### config.mk
export PLATFORM = sky130hd
export DESIGN_NAME = dual_motor_pwm_register_block_flat
export DESIGN_NICKNAME = d
export VERILOG_FILES = /design/src/rtl/dmpwm_pkg.sv /design/src/rtl/dmpwm_if.sv /design/src/rtl/dual_motor_pwm_register_block.sv /design/src/rtl/dmpwm_div.sv /design/src/flat_wrapper.sv
export VERILOG_INCLUDE_DIRS = /design/src /design/src/rtl
export SDC_FILE = /design/constraint.sdc
export NUM_CORES = 1
export LEC_CHECK = 0
export BUFFER_PORTS_ARGS = -buffer_cell sky130_fd_sc_hd__buf_2
export CORE_UTILIZATION = 65
export CTS_CLUSTER_SIZE = 24
export DETAILED_ROUTE_END_ITERATION = 10
export PLACE_DENSITY = 0.88
export SETUP_SLACK_MARGIN = 0.05
export SYNTH_ARGS = -nofsm -noshare
export SYNTH_HDL_FRONTEND = slang
export SYNTH_SLANG_ARGS = --single-unit
### constraint.sdc
create_clock -name clk -period 19.04 [get_ports clk]
set_input_delay 0.952 -clock clk [delete_from_list [all_inputs] [get_ports clk]]
set_output_delay 0.952 -clock clk [all_outputs]
set_load 0.01 [all_outputs]
### src/rtl/assert_macros.svh
// Assertion macros shared by the RTL of the dual motor PWM register block.
// Depends on nothing; files that check their own logic include it by name.
`ifndef ASSERT_MACROS_SVH
`define ASSERT_MACROS_SVH
`ifndef SYNTHESIS
// Check a condition at every clock edge outside reset.
`define AST_ALWAYS(label, clk, rst_n, cond, msg) \
	label: assert property (@(posedge clk) disable iff (!rst_n) (cond)) else $error(msg);
// Check that a condition in one cycle leads to another in the next.
`define AST_NEXT(label, clk, rst_n, ante, cons, msg) \
	label: assert property (@(posedge clk) disable iff (!rst_n) (ante) |=> (cons)) \
		else $error(msg);
`else
`define AST_ALWAYS(label, clk, rst_n, cond, msg)
`define AST_NEXT(label, clk, rst_n, ante, cons, msg)
`endif
`endif

### src/rtl/dmpwm_pkg.sv
// Package of the dual motor PWM register block: widths, constants, codes,
// status types and saturation helpers. Depends on nothing.
package dmpwm_pkg;

	localparam int DUTY_W      = 14;
	localparam int FREQ_W      = 20;
	localparam int REG_W       = 16;
	localparam int CLK_W       = 28;
	localparam int FREQ_IN_W   = 24;
	localparam int DUTY_IN_W   = 16;
	localparam int MUL_B_W     = 17;
	localparam int MUL_W       = FREQ_W + MUL_B_W;
	localparam int DIV_W       = 30;
	localparam int DIV_CNT_W   = $clog2(DIV_W);

	localparam logic [DUTY_W-1:0]    DUTY_FULL_SCALE = 14'd10000;
	localparam logic [FREQ_W-1:0]    FREQ_MAX_HZ     = 20'd1000000;
	localparam logic [MUL_B_W-1:0]   TARGET_COUNTS   = 17'd1000;
	localparam logic [CLK_W-1:0]     CLOCK_RESET_HZ  = 28'd72000000;
	localparam logic [REG_W-1:0]     RELOAD_RESET    = 16'd4234;
	localparam logic [REG_W-1:0]     REG16_MAX       = 16'hFFFF;

	// Request codes.
	localparam logic [1:0] REQ_SPEED  = 2'd0;
	localparam logic [1:0] REQ_DIR    = 2'd1;
	localparam logic [1:0] REQ_FREQ   = 2'd2;
	localparam logic [1:0] REQ_ENABLE = 2'd3;

	typedef struct packed {
		logic busy;
		logic done;
	} div_stat_t;

	// Clip a quotient to 16 bits.
	function automatic logic [REG_W-1:0] sat16(input logic [DIV_W-1:0] v);
		if (v > DIV_W'(REG16_MAX))
			return REG16_MAX;
		return v[REG_W-1:0];
	endfunction

	// Quotient minus one, floored at zero and clipped to 16 bits.
	function automatic logic [REG_W-1:0] sat16_dec(input logic [DIV_W-1:0] v);
		logic [DIV_W-1:0] m;
		m = v - DIV_W'(1);
		if (v == '0)
			return '0;
		if (m > DIV_W'(REG16_MAX))
			return REG16_MAX;
		return m[REG_W-1:0];
	endfunction

endpackage

### src/rtl/dmpwm_if.sv
// Request and result channel interfaces of the dual motor PWM register block.
// Depends on dmpwm_pkg for field widths.
interface dmpwm_req_if;
	logic                              valid;
	logic                              ready;
	logic [1:0]                        req_type;
	logic                              motor_select;
	logic [dmpwm_pkg::DUTY_IN_W-1:0]   duty_request;
	logic                              forward;
	logic [dmpwm_pkg::FREQ_IN_W-1:0]   frequency_hz;
	logic                              enable_request;

	modport source (output valid, req_type, motor_select, duty_request, forward,
		frequency_hz, enable_request, input ready);
	modport sink (input valid, req_type, motor_select, duty_request, forward,
		frequency_hz, enable_request, output ready);
endinterface

interface dmpwm_rsp_if;
	logic                          valid;
	logic                          ready;
	logic [dmpwm_pkg::REG_W-1:0]   prescaler;
	logic [dmpwm_pkg::REG_W-1:0]   reload;
	logic [dmpwm_pkg::REG_W-1:0]   compare_right;
	logic [dmpwm_pkg::REG_W-1:0]   compare_left;
	logic                          dir_pin_right;
	logic                          dir_pin_left;
	logic                          enable_pin;

	modport source (output valid, prescaler, reload, compare_right, compare_left,
		dir_pin_right, dir_pin_left, enable_pin, input ready);
	modport sink (input valid, prescaler, reload, compare_right, compare_left,
		dir_pin_right, dir_pin_left, enable_pin, output ready);
endinterface

### src/rtl/dual_motor_pwm_register_block.sv
// Dual motor PWM register block: one request at a time, result after it.
// Direction and enable requests go straight to the finish state; speed scales one
// compare value and frequency scales prescaler, reload and both compare values in
// turn, each through the shared multiplier and 30-step divider. Next request is taken once the
// sequencer is back in idle. Asynchronous active-low reset restores the
// power-up registers (reload 4234, both motors forward, 72 MHz timer clock).
`include "assert_macros.svh"

module dual_motor_pwm_register_block (
	input  logic                          clk,
	input  logic                          arst_n,
	input  logic                          cfg_we,
	input  logic [dmpwm_pkg::CLK_W-1:0]   cfg_wdata,
	dmpwm_req_if.sink                     req,
	dmpwm_rsp_if.source                   rsp
);

	// Sequencer states.
	localparam logic [2:0] ST_IDLE   = 3'd0;
	localparam logic [2:0] ST_MUL    = 3'd1;
	localparam logic [2:0] ST_DIV    = 3'd2;
	localparam logic [2:0] ST_WB     = 3'd3;
	localparam logic [2:0] ST_FINISH = 3'd4;

	// Which scaled value the shared unit is working on.
	localparam logic [2:0] PH_SPEED = 3'd0;
	localparam logic [2:0] PH_PSC   = 3'd1;
	localparam logic [2:0] PH_ARR   = 3'd2;
	localparam logic [2:0] PH_CMPR  = 3'd3;
	localparam logic [2:0] PH_CMPL  = 3'd4;

	logic [2:0] state_q;
	logic [2:0] phase_q;

	// Architectural registers.
	logic [dmpwm_pkg::CLK_W-1:0]  clk_hz_q;
	logic [dmpwm_pkg::REG_W-1:0]  prescaler_q;
	logic [dmpwm_pkg::REG_W-1:0]  reload_q;
	logic [dmpwm_pkg::DUTY_W-1:0] duty_right_q;
	logic [dmpwm_pkg::DUTY_W-1:0] duty_left_q;
	logic [dmpwm_pkg::REG_W-1:0]  cmp_right_q;
	logic [dmpwm_pkg::REG_W-1:0]  cmp_left_q;
	logic                         fwd_right_q;
	logic                         fwd_left_q;
	logic                         enable_q;

	// Per-request working registers.
	logic                         sel_q;
	logic [dmpwm_pkg::FREQ_W-1:0] freq_q;

	// Result holding register.
	logic                         out_valid_q;
	logic [dmpwm_pkg::REG_W-1:0]  out_psc_q;
	logic [dmpwm_pkg::REG_W-1:0]  out_arr_q;
	logic [dmpwm_pkg::REG_W-1:0]  out_cmpr_q;
	logic [dmpwm_pkg::REG_W-1:0]  out_cmpl_q;
	logic                         out_dirr_q;
	logic                         out_dirl_q;
	logic                         out_en_q;

	logic                         accept;
	logic                         out_free;
	logic [dmpwm_pkg::DUTY_W-1:0] duty_clamped;
	logic [dmpwm_pkg::FREQ_W-1:0] freq_clamped;

	// Shared multiplier and divider hookup.
	logic [dmpwm_pkg::FREQ_W-1:0]  mul_a;
	logic [dmpwm_pkg::MUL_B_W-1:0] mul_b;
	logic [dmpwm_pkg::MUL_W-1:0]   product;
	logic [dmpwm_pkg::DIV_W-1:0]   div_num;
	logic [dmpwm_pkg::MUL_W-1:0]   div_den;
	logic [dmpwm_pkg::DIV_W-1:0]   div_quot;
	logic                          div_start;
	dmpwm_pkg::div_stat_t          div_stat;
	logic [dmpwm_pkg::MUL_B_W-1:0] reload_p1;
	logic                          clk_phase;

	assign req.ready = (state_q == ST_IDLE);
	assign accept    = req.valid && req.ready;
	assign out_free  = !out_valid_q || rsp.ready;

	// Clamp duty to full scale and frequency to 1 Hz .. 1 MHz.
	always_comb begin
		if (req.duty_request > dmpwm_pkg::DUTY_IN_W'(dmpwm_pkg::DUTY_FULL_SCALE))
			duty_clamped = dmpwm_pkg::DUTY_FULL_SCALE;
		else
			duty_clamped = req.duty_request[dmpwm_pkg::DUTY_W-1:0];

		if (req.frequency_hz == '0)
			freq_clamped = dmpwm_pkg::FREQ_W'(1);
		else if (req.frequency_hz > dmpwm_pkg::FREQ_IN_W'(dmpwm_pkg::FREQ_MAX_HZ))
			freq_clamped = dmpwm_pkg::FREQ_MAX_HZ;
		else
			freq_clamped = req.frequency_hz[dmpwm_pkg::FREQ_W-1:0];
	end

	// Operand select: prescaler and reload divide the timer clock by a
	// frequency product; compare values divide reload+1 times duty by full scale.
	assign reload_p1 = dmpwm_pkg::MUL_B_W'(reload_q) + 1'b1;
	assign clk_phase = (phase_q == PH_PSC) || (phase_q == PH_ARR);

	always_comb begin
		case (phase_q)
			PH_PSC: begin
				mul_a = freq_q;
				mul_b = dmpwm_pkg::TARGET_COUNTS;
			end
			PH_ARR: begin
				mul_a = freq_q;
				mul_b = dmpwm_pkg::MUL_B_W'(prescaler_q) + 1'b1;
			end
			PH_CMPR: begin
				mul_a = dmpwm_pkg::FREQ_W'(duty_right_q);
				mul_b = reload_p1;
			end
			PH_CMPL: begin
				mul_a = dmpwm_pkg::FREQ_W'(duty_left_q);
				mul_b = reload_p1;
			end
			default: begin
				mul_a = dmpwm_pkg::FREQ_W'(sel_q ? duty_left_q : duty_right_q);
				mul_b = reload_p1;
			end
		endcase
	end

	assign product   = dmpwm_pkg::MUL_W'(mul_a) * dmpwm_pkg::MUL_W'(mul_b);
	// Duty product stays below 2^30, so the upper bits are zero there.
	assign div_num   = clk_phase ? dmpwm_pkg::DIV_W'(clk_hz_q) : product[dmpwm_pkg::DIV_W-1:0];
	assign div_den   = clk_phase ? product : dmpwm_pkg::MUL_W'(dmpwm_pkg::DUTY_FULL_SCALE);
	assign div_start = (state_q == ST_MUL);

	dmpwm_div u_div (
		.clk    (clk),
		.arst_n (arst_n),
		.start  (div_start),
		.num    (div_num),
		.den    (div_den),
		.quot   (div_quot),
		.stat   (div_stat)
	);

	// Timer clock configuration register.
	always_ff @(posedge clk or negedge arst_n) begin
		if (!arst_n) begin
			clk_hz_q <= dmpwm_pkg::CLOCK_RESET_HZ;
		end else if (cfg_we) begin
			clk_hz_q <= cfg_wdata;
		end
	end

	// Sequencer and architectural registers.
	always_ff @(posedge clk or negedge arst_n) begin
		if (!arst_n) begin
			state_q      <= ST_IDLE;
			phase_q      <= PH_SPEED;
			prescaler_q  <= '0;
			reload_q     <= dmpwm_pkg::RELOAD_RESET;
			duty_right_q <= '0;
			duty_left_q  <= '0;
			cmp_right_q  <= '0;
			cmp_left_q   <= '0;
			fwd_right_q  <= 1'b1;
			fwd_left_q   <= 1'b1;
			enable_q     <= 1'b0;
		end else begin
			case (state_q)
				ST_IDLE: begin
					if (accept) begin
						case (req.req_type)
							dmpwm_pkg::REQ_SPEED: begin
								// Store the clamped duty now, scale it next.
								if (req.motor_select)
									duty_left_q <= duty_clamped;
								else
									duty_right_q <= duty_clamped;
								phase_q <= PH_SPEED;
								state_q <= ST_MUL;
							end
							dmpwm_pkg::REQ_DIR: begin
								if (req.motor_select)
									fwd_left_q <= req.forward;
								else
									fwd_right_q <= req.forward;
								state_q <= ST_FINISH;
							end
							dmpwm_pkg::REQ_FREQ: begin
								phase_q <= PH_PSC;
								state_q <= ST_MUL;
							end
							default: begin
								enable_q <= req.enable_request;
								state_q  <= ST_FINISH;
							end
						endcase
					end
				end
				ST_MUL: begin
					state_q <= ST_DIV;
				end
				ST_DIV: begin
					if (div_stat.done)
						state_q <= ST_WB;
				end
				ST_WB: begin
					// Commit the quotient and advance the frequency chain, or finish after the last value.
					case (phase_q)
						PH_PSC: begin
							prescaler_q <= dmpwm_pkg::sat16_dec(div_quot);
							phase_q     <= PH_ARR;
							state_q     <= ST_MUL;
						end
						PH_ARR: begin
							reload_q <= dmpwm_pkg::sat16_dec(div_quot);
							phase_q  <= PH_CMPR;
							state_q  <= ST_MUL;
						end
						PH_CMPR: begin
							cmp_right_q <= dmpwm_pkg::sat16(div_quot);
							phase_q     <= PH_CMPL;
							state_q     <= ST_MUL;
						end
						PH_CMPL: begin
							cmp_left_q <= dmpwm_pkg::sat16(div_quot);
							state_q    <= ST_FINISH;
						end
						default: begin
							if (sel_q)
								cmp_left_q <= dmpwm_pkg::sat16(div_quot);
							else
								cmp_right_q <= dmpwm_pkg::sat16(div_quot);
							state_q <= ST_FINISH;
						end
					endcase
				end
				ST_FINISH: begin
					// Hold until the result register is free.
					if (out_free)
						state_q <= ST_IDLE;
				end
				default: begin
					state_q <= ST_IDLE;
				end
			endcase
		end
	end

	// Request operands kept for the duration of the sequence.
	always_ff @(posedge clk) begin
		if (accept) begin
			sel_q  <= req.motor_select;
			freq_q <= freq_clamped;
		end
	end

	// Result valid flag.
	always_ff @(posedge clk or negedge arst_n) begin
		if (!arst_n) begin
			out_valid_q <= 1'b0;
		end else if ((state_q == ST_FINISH) && out_free) begin
			out_valid_q <= 1'b1;
		end else if (rsp.ready) begin
			out_valid_q <= 1'b0;
		end
	end

	// Snapshot of the register image.
	always_ff @(posedge clk) begin
		if ((state_q == ST_FINISH) && out_free) begin
			out_psc_q  <= prescaler_q;
			out_arr_q  <= reload_q;
			out_cmpr_q <= cmp_right_q;
			out_cmpl_q <= cmp_left_q;
			out_dirr_q <= fwd_right_q;
			out_dirl_q <= !fwd_left_q;
			out_en_q   <= enable_q;
		end
	end

	assign rsp.valid         = out_valid_q;
	assign rsp.prescaler     = out_psc_q;
	assign rsp.reload        = out_arr_q;
	assign rsp.compare_right = out_cmpr_q;
	assign rsp.compare_left  = out_cmpl_q;
	assign rsp.dir_pin_right = out_dirr_q;
	assign rsp.dir_pin_left  = out_dirl_q;
	assign rsp.enable_pin    = out_en_q;

	`AST_NEXT(a_speed_starts_mul, clk, arst_n, accept && (req.req_type == dmpwm_pkg::REQ_SPEED), (state_q == ST_MUL) && (phase_q == PH_SPEED), "speed request did not start scaling")
	`AST_ALWAYS(a_div_only_in_div, clk, arst_n, !div_stat.busy || (state_q == ST_DIV), "divider busy outside the divide state")
	`AST_ALWAYS(a_duty_in_range, clk, arst_n, (duty_right_q <= dmpwm_pkg::DUTY_FULL_SCALE) && (duty_left_q <= dmpwm_pkg::DUTY_FULL_SCALE), "stored duty above full scale")
	`AST_NEXT(a_finish_waits, clk, arst_n, (state_q == ST_FINISH) && out_valid_q && !rsp.ready, state_q == ST_FINISH, "result overwritten while still pending")

endmodule

### src/rtl/dmpwm_div.sv
// Iterative restoring divider, one quotient bit per cycle.
// Depends on dmpwm_pkg and assert_macros.svh.
`include "assert_macros.svh"

module dmpwm_div (
	input  logic                          clk,
	input  logic                          arst_n,
	input  logic                          start,
	input  logic [dmpwm_pkg::DIV_W-1:0]   num,
	input  logic [dmpwm_pkg::MUL_W-1:0]   den,
	output logic [dmpwm_pkg::DIV_W-1:0]   quot,
	output dmpwm_pkg::div_stat_t          stat
);

	logic [dmpwm_pkg::DIV_W-1:0]     num_q;
	logic [dmpwm_pkg::DIV_W-1:0]     rem_q;
	logic [dmpwm_pkg::MUL_W-1:0]     den_q;
	logic [dmpwm_pkg::DIV_CNT_W-1:0] cnt_q;
	logic                            busy_q;
	logic                            done_q;
	logic [dmpwm_pkg::DIV_W-1:0]     trial;
	logic                            fits;

	// Partial remainder stays below 2^(DIV_W-1), so the shift loses nothing.
	assign trial = {rem_q[dmpwm_pkg::DIV_W-2:0], num_q[dmpwm_pkg::DIV_W-1]};
	assign fits  = dmpwm_pkg::MUL_W'(trial) >= den_q;

	always_ff @(posedge clk or negedge arst_n) begin
		if (!arst_n) begin
			busy_q <= 1'b0;
			done_q <= 1'b0;
			cnt_q  <= '0;
		end else begin
			done_q <= 1'b0;
			if (start) begin
				busy_q <= 1'b1;
				cnt_q  <= '0;
			end else if (busy_q) begin
				cnt_q <= cnt_q + 1'b1;
				if (cnt_q == dmpwm_pkg::DIV_CNT_W'(dmpwm_pkg::DIV_W - 1)) begin
					busy_q <= 1'b0;
					done_q <= 1'b1;
				end
			end
		end
	end

	always_ff @(posedge clk) begin
		if (start) begin
			num_q <= num;
			den_q <= den;
			rem_q <= '0;
		end else if (busy_q) begin
			rem_q <= fits ? trial - den_q[dmpwm_pkg::DIV_W-1:0] : trial;
			num_q <= {num_q[dmpwm_pkg::DIV_W-2:0], fits};
		end
	end

	assign quot      = num_q;
	assign stat.busy = busy_q;
	assign stat.done = done_q;

	`AST_ALWAYS(a_div_no_restart, clk, arst_n, !(start && busy_q), "divider restarted while busy")
	`AST_ALWAYS(a_div_rem_below, clk, arst_n, !busy_q || (dmpwm_pkg::MUL_W'(rem_q) < den_q), "partial remainder not below divisor")
	`AST_NEXT(a_div_done_idle, clk, arst_n, done_q, !busy_q && !done_q, "done not a single pulse after the run")

endmodule

### src/flat_wrapper.sv
// flat-port wrapper written by rule: the top's interface ports become plain ports
module dual_motor_pwm_register_block_flat 
  (clk, arst_n, cfg_we, cfg_wdata, req_valid, req_req_type, req_motor_select, req_duty_request, req_forward, req_frequency_hz, req_enable_request, req_ready, rsp_valid, rsp_prescaler, rsp_reload, rsp_compare_right, rsp_compare_left, rsp_dir_pin_right, rsp_dir_pin_left, rsp_enable_pin, rsp_ready);
  dmpwm_req_if req_i ();
  dmpwm_rsp_if rsp_i ();
  input  logic clk;
  input  logic arst_n;
  input  logic cfg_we;
  input  logic [dmpwm_pkg::CLK_W-1:0] cfg_wdata;
  input wire logic [$bits(req_i.valid)-1:0] req_valid;
  input wire logic [$bits(req_i.req_type)-1:0] req_req_type;
  input wire logic [$bits(req_i.motor_select)-1:0] req_motor_select;
  input wire logic [$bits(req_i.duty_request)-1:0] req_duty_request;
  input wire logic [$bits(req_i.forward)-1:0] req_forward;
  input wire logic [$bits(req_i.frequency_hz)-1:0] req_frequency_hz;
  input wire logic [$bits(req_i.enable_request)-1:0] req_enable_request;
  output wire logic [$bits(req_i.ready)-1:0] req_ready;
  output wire logic [$bits(rsp_i.valid)-1:0] rsp_valid;
  output wire logic [$bits(rsp_i.prescaler)-1:0] rsp_prescaler;
  output wire logic [$bits(rsp_i.reload)-1:0] rsp_reload;
  output wire logic [$bits(rsp_i.compare_right)-1:0] rsp_compare_right;
  output wire logic [$bits(rsp_i.compare_left)-1:0] rsp_compare_left;
  output wire logic [$bits(rsp_i.dir_pin_right)-1:0] rsp_dir_pin_right;
  output wire logic [$bits(rsp_i.dir_pin_left)-1:0] rsp_dir_pin_left;
  output wire logic [$bits(rsp_i.enable_pin)-1:0] rsp_enable_pin;
  input wire logic [$bits(rsp_i.ready)-1:0] rsp_ready;
  assign req_i.valid = req_valid;
  assign req_i.req_type = req_req_type;
  assign req_i.motor_select = req_motor_select;
  assign req_i.duty_request = req_duty_request;
  assign req_i.forward = req_forward;
  assign req_i.frequency_hz = req_frequency_hz;
  assign req_i.enable_request = req_enable_request;
  assign req_ready = req_i.ready;
  assign rsp_valid = rsp_i.valid;
  assign rsp_prescaler = rsp_i.prescaler;
  assign rsp_reload = rsp_i.reload;
  assign rsp_compare_right = rsp_i.compare_right;
  assign rsp_compare_left = rsp_i.compare_left;
  assign rsp_dir_pin_right = rsp_i.dir_pin_right;
  assign rsp_dir_pin_left = rsp_i.dir_pin_left;
  assign rsp_enable_pin = rsp_i.enable_pin;
  assign rsp_i.ready = rsp_ready;
  dual_motor_pwm_register_block u_core (.clk(clk), .arst_n(arst_n), .cfg_we(cfg_we), .cfg_wdata(cfg_wdata), .req(req_i), .rsp(rsp_i));
endmodule
==> impl_metrics.tcl, run 1 <==
set metrics [dict create \
    status "finished clean" \
    fill_cells 2939 \
    dieArea_um2 42300 \
    rr_startpoint "u_core.phase_q[2]" \
    regArea_um2 8680 \
    worst_path_dominant_cell_family "adder cells" \
    worstSetupEndpointType "flop" \
    clock.fmax_mhz 101 \
    cp-start-kind "flop" \
    max-cap-violations 0 \
    synth.area.mux_share 0.0321 \
    worst_slew_pin_slew_ns 1.36 \
    cp_max_fo 24 \
    syn_area_um2 27000 \
    synth_warnings 0 \
    first_global_vias 22100 \
    drt_first_pass_iters 5 \
    final_cell_mix "nand2_1 (484), inv_1 (415), fa_1 (270)" \
    clkSlewWorstSetupHoldPaths_ns 0.06 \
    setup_tns_ns 0 \
    multiInputGateArea_um2 16200 \
    drive_gt1_frac 0.107 \
    slew_violations 0 \
    cp-startpoint "u_core.phase_q[2]" \
    slowest_stage "nor3b_4" \
    cpMostUsedCell "fa_1" \
    hold_violations 0 \
    synthAdderAreaFrac 0.268 \
    setup_viol_count_final 0 \
    start_util 0.660 \
    yosysTopAreaCell "fa_1" \
    ys_seq_area_frac 0.322 \
    postCtsResizedCells 0 \
    gr-usage-all-layers 0.350 \
    placementRows 74 \
    synth_top_cell_area_share 0.200 \
    remaining_drc_errors 0 \
    syn_inst 2917 \
    die_y_um 206 \
    fin_crit_ns 9.92 \
    grt_pass1_wl_um 114000 \
    root_buffer "clkbuf_16" \
    slew_headroom 0.0927 \
    cpPeakStageDelay_ns 0.93 \
    wl_per_cell_um 20.2 \
    synth_flop_cell "edfxtp_1" \
    vias 21900 \
    htree_levels 2 \
    clockBufferDepth 3 \
    arrival_ns 10.20 \
    fp.dieW_um 206 \
    cts_buffers 37 \
    insertion_delay_ns 0.58 \
    gp_congestion 0.999 \
    required_ns 19.31 \
    layout_commonest_cell "nand2_1" \
    path_class "reg2reg" \
    area_growth_pct 8.43 \
    hpwl_um 54400 \
    drt_iter0_markers 1927 \
    wl_um 71700 \
    synth-simple-area-share 0.162 \
    syn_nets 3411 \
    via_per_inst 6.16 \
    synth_edf_count 155 \
    cts_tree "built" \
    synth_compound_area_frac 0.108 \
    cts_setup_buffers 0 \
    synth.distinct_cells 77 \
    synthArstFlopShare 0.427 \
    avgSynthCellArea_um2 9.25 \
    core-area_um2 40800 \
    nets 3482 \
    synth_top_family_by_area "adder cells" \
    io_buffers 146 \
    min_period_over_period 0.521 \
    clkSinkCount 321 \
    synth.area.top_cells "fa_1 (20%), edfxtp_1 (17%), dfrtp_1 (12%)" \
    synth_xor_area_frac 0.0283 \
    antenna_found_initial 0 \
    worstHoldPathType "in2async" \
    grt_overflow 0 \
    antenna_left 0 \
    cts_hold_buf 0 \
    critPathBufInv 3 \
    grt_max_degree 75 \
    boundaryPins 147 \
    skew_ns 0.0335 \
    rsz0062_at_grt "no" \
    synth_seq_cells 321 \
]
flip-flops by register name (all words and copies together) (netlist names), 20 cells and up:
name and count:
u_core.u_div.den_q 37, u_core.clk_hz_q 28, u_core.u_div.rem_q 29, u_core.u_div.quot 30, u_core.freq_q 20
cell usage after synthesis, types with 33 or more instances:
master,n
nor2_1,198
xnor2_1,44
nand3_1,36
fa_1,270
and2_1,61
xor2_1,43
o21ai_0,163
mux2_2,36
dfrtp_1,124
ha_1,146
clkbuf_1,126
a21oi_1,120
inv_1,416
mux2i_1,46
a21o_1,33
nand2_1,486
edfxtp_1,155
final cells by class:
| class | count | share of cell area |
|---|---|---|
| clock buffer | 45 | 0.0334 |
| antenna | 1 | 0.0000856 |
| tap | 532 | 0.0228 |
| timing repair buffer | 174 | 0.0324 |
| inverter | 416 | 0.0534 |
| sequential | 321 | 0.297 |
| multi-input combinational | 2038 | 0.554 |
| clock inverter | 23 | 0.00740 |
per-layer routing:
metal  wire length [µm]  vias up  track usage
met2              34600     1206        0.585
met1              26800    10700        0.438
li1                   -     9677            -
met5                  0        -            0
met4               3550        0        0.171
met3               6700      232       0.0660
metrics by stage:
step	cells	setup slack, ns	hold slack [ns]	utilization	instance area, µm²
floorplan	2917	10.78	0.419	-	27000
global placement	3481	9.50	0.423	0.687	28000
detailed placement	3481	9.35	0.434	0.687	28000
CTS	3549	9.27	0.419	0.716	29200
global route	3549	8.63	0.437	0.716	29200
finish	3550	9.12	0.379	0.716	29200
path summary, 6_finish.rpt:
path / to / slack (ns) / depth (start not counted)
worst max-delay path: u_core.u_div.quot[29] / 9.12 / 28
worst min-delay path: u_core.cmp_right_q[3] / 0.38 / 1
worst max register to register: u_core.u_div.quot[29] / 9.12 / 28
worst min register to register: u_core.rsp.compare_left[0] / 0.45 / 0
max in group asynchronous: u_core.reload_q[10] / 17.34 / 2
min in group clk: u_core.rsp.compare_left[0] / 0.45 / 0
worst register-to-register path, delay by kind of cell, from the launching register on:
| family | cells | cell delay (ns) |
|---|---|---|
| compound gates | 7 | 1.47 |
| flops | 1 | 0.71 |
| simple gates | 7 | 2.65 |
| fa+ha+maj | 8 | 3.75 |
| xor+xnor | 2 | 0.56 |
| buf+inv | 3 | 0.15 |
| mux | 1 | 0.37 |
cells by family after synthesis:
logic type | Yosys count
multiplexers | 82
flip-flops | 321
buffers and inverters | 558
AND/OR/NAND/NOR | 968
XOR/XNOR | 87
AO/OA/AOI/OAI | 485
adder cells (fa/ha/maj) | 416
Power of run 1 is left out: the tool's default activity adds up to more than one toggle a clock period on the data nets, which glitch-free logic cannot reach.
==> run 2: changes to the inputs <==
Settings changed: CORE_UTILIZATION 65 to 57, PLACE_DENSITY 0.88 to 0.82.
Clock period 19.04 ns to 8.48 ns, I/O delays scaled along.
==> run 2 against run 1 <==
The flow now finishes with violations (design-rule violations). Critical path type unchanged. Die area increased by 14%. Highest routed layer unchanged. Worst setup slack got worse by 8.8 ns. Non-clock buffer count increased by 73. Sequential cell count unchanged.
==> impl_metrics.tcl, run 2 (synthesis results as in run 1) <==
set metrics [dict create \
    status "finished, violations left" \
    violations "design-rule violations" \
    area_growth_pct 11.1 \
    largest_register "u_core.u_div.den_q" \
    finalCoreUtilization 0.642 \
    drt_first_pass_iters 9 \
    worst_path_dominant_cell_family "adder cells" \
    vias 21800 \
    start_util 0.578 \
    gr-usage-all-layers 0.323 \
    slew_headroom 0.103 \
    nets 3553 \
    antenna_left 0 \
    setup_tns_ns 0 \
    worstSetupEndpointType "flop" \
    remaining_drc_errors 41 \
    dieArea_um2 48200 \
    wl_um 76300 \
    io_buffers 146 \
    drive_gt1_frac 0.133 \
    antenna_found_initial 1 \
    insertion_delay_ns 0.56 \
    fin_crit_ns 8.19 \
    setup_viol_count_final 0 \
    grt_pass1_wl_um 119000 \
    fp.dieW_um 220 \
    worst_slew_pin_slew_ns 1.34 \
    cpMostUsedCell "fa_1" \
    htree_levels 2 \
    place_inst 3621 \
    cpPeakStageDelay_ns 0.57 \
    cp-start-kind "flop" \
    slew_violations 0 \
    max-cap-violations 0 \
    slowest_stage "fa_1" \
    min_period_over_period 0.966 \
    boundaryPins 147 \
    via_per_inst 5.91 \
    wl_per_cell_um 20.7 \
    placementRows 79 \
    gp_congestion 0.955 \
    clock.fmax_mhz 122 \
    clockBufferDepth 3 \
    path_class "reg2reg" \
    critPathBufInv 5 \
    cts_buffers 35 \
    first_global_vias 22000 \
    required_ns 8.75 \
    grt_overflow 0 \
    root_buffer "clkbuf_16" \
    largest_reg_flops 37 \
    drt_iter0_markers 2098 \
    core-area_um2 46700 \
    final_cell_mix "nand2_1 (482), inv_1 (415), fa_1 (270)" \
    arrival_ns 8.46 \
    worstHoldPathType "in2reg" \
    skew_ns 0.0407 \
    clkSlewWorstSetupHoldPaths_ns 0.06 \
    grt_max_degree 79 \
    die_y_um 220 \
    diodes 0 \
    cp_max_fo 10 \
    layout_commonest_cell "nand2_1" \
    hpwl_um 59500 \
    clkSinkCount 321 \
    final_cells 3692 \
    hold_violations 0 \
    rsz0062_at_grt "yes" \
    cts_tree "built" \
]
## run 2: final timing paths
check	start	to	slack, ns	cells after the start
min in group asynchronous	arst_n	u_core.cmp_right_q[0]	0.50	2
hold reg to reg	u_core.enable_q	u_core.rsp.enable_pin	0.45	0
hold / removal	cfg_wdata[21]	u_core.clk_hz_q[21]	0.09	2
setup / recovery	u_core.phase_q[2]	u_core.u_div.den_q[30]	0.29	30
max in group asynchronous	arst_n	u_core.reload_q[9]	6.71	3
setup reg to reg	u_core.phase_q[2]	u_core.u_div.den_q[30]	0.29	30
## run 2: worst reg2reg max path: cells and delay by family, from the launching register on
kind / cells / cell delay (ns)
AOI/OAI and AO/OA: 5 / 1.01
xor gates and xnor gates: 2 / 0.37
adders and majority gates: 7 / 3.43
buffers and inverters: 5 / 0.52
DFF: 1 / 0.42
and+or+nand+nor: 11 / 2.12
## run 2: cell type report
| class | instances | area, µm² |
|---|---|---|
| flip-flops and latches | 321 | 8680 |
| repair buffers | 247 | 1540 |
| clock inverters | 19 | 181 |
| well taps | 607 | 759 |
| multi-input cells | 2038 | 16300 |
| fillers | 3762 | 16700 |
| clock buffers | 44 | 930 |
| inverters | 416 | 1560 |
## run 2: timing repair
action | in CTS | in global routing
pin swaps | 0 | 4
setup buffers | 0 | 6
resized for setup | 1 | 37
hold buffers | 1 | 0
endpoints found under the hold margin | 68 | 0
gates cloned | 0 | 1
endpoints found under the setup margin | 1 | 28
## run 2: stage by stage
stage	setup slack [ns]	hold slack (ns)	cell area (µm²)
5_1_grt	-0.0640	0.0963	30000
4_1_cts	0.0692	0.0763	29800
6_report	0.290	0.0948	30000
3_3_place_gp	0.165	0.424	28600
3_5_place_dp	0.121	0.431	28600
2_1_floorplan	0.219	0.128	27000
## run 2: layer usage
metal,up-vias,GRT usage,share of wire
li1,9809,-,-
met1,10800,0.418,0.40
met2,1033,0.539,0.48
met3,206,0.0455,0.077
met4,0,0.145,0.046
met5,-,0,0
Power of run 2 is left out for the same reason.
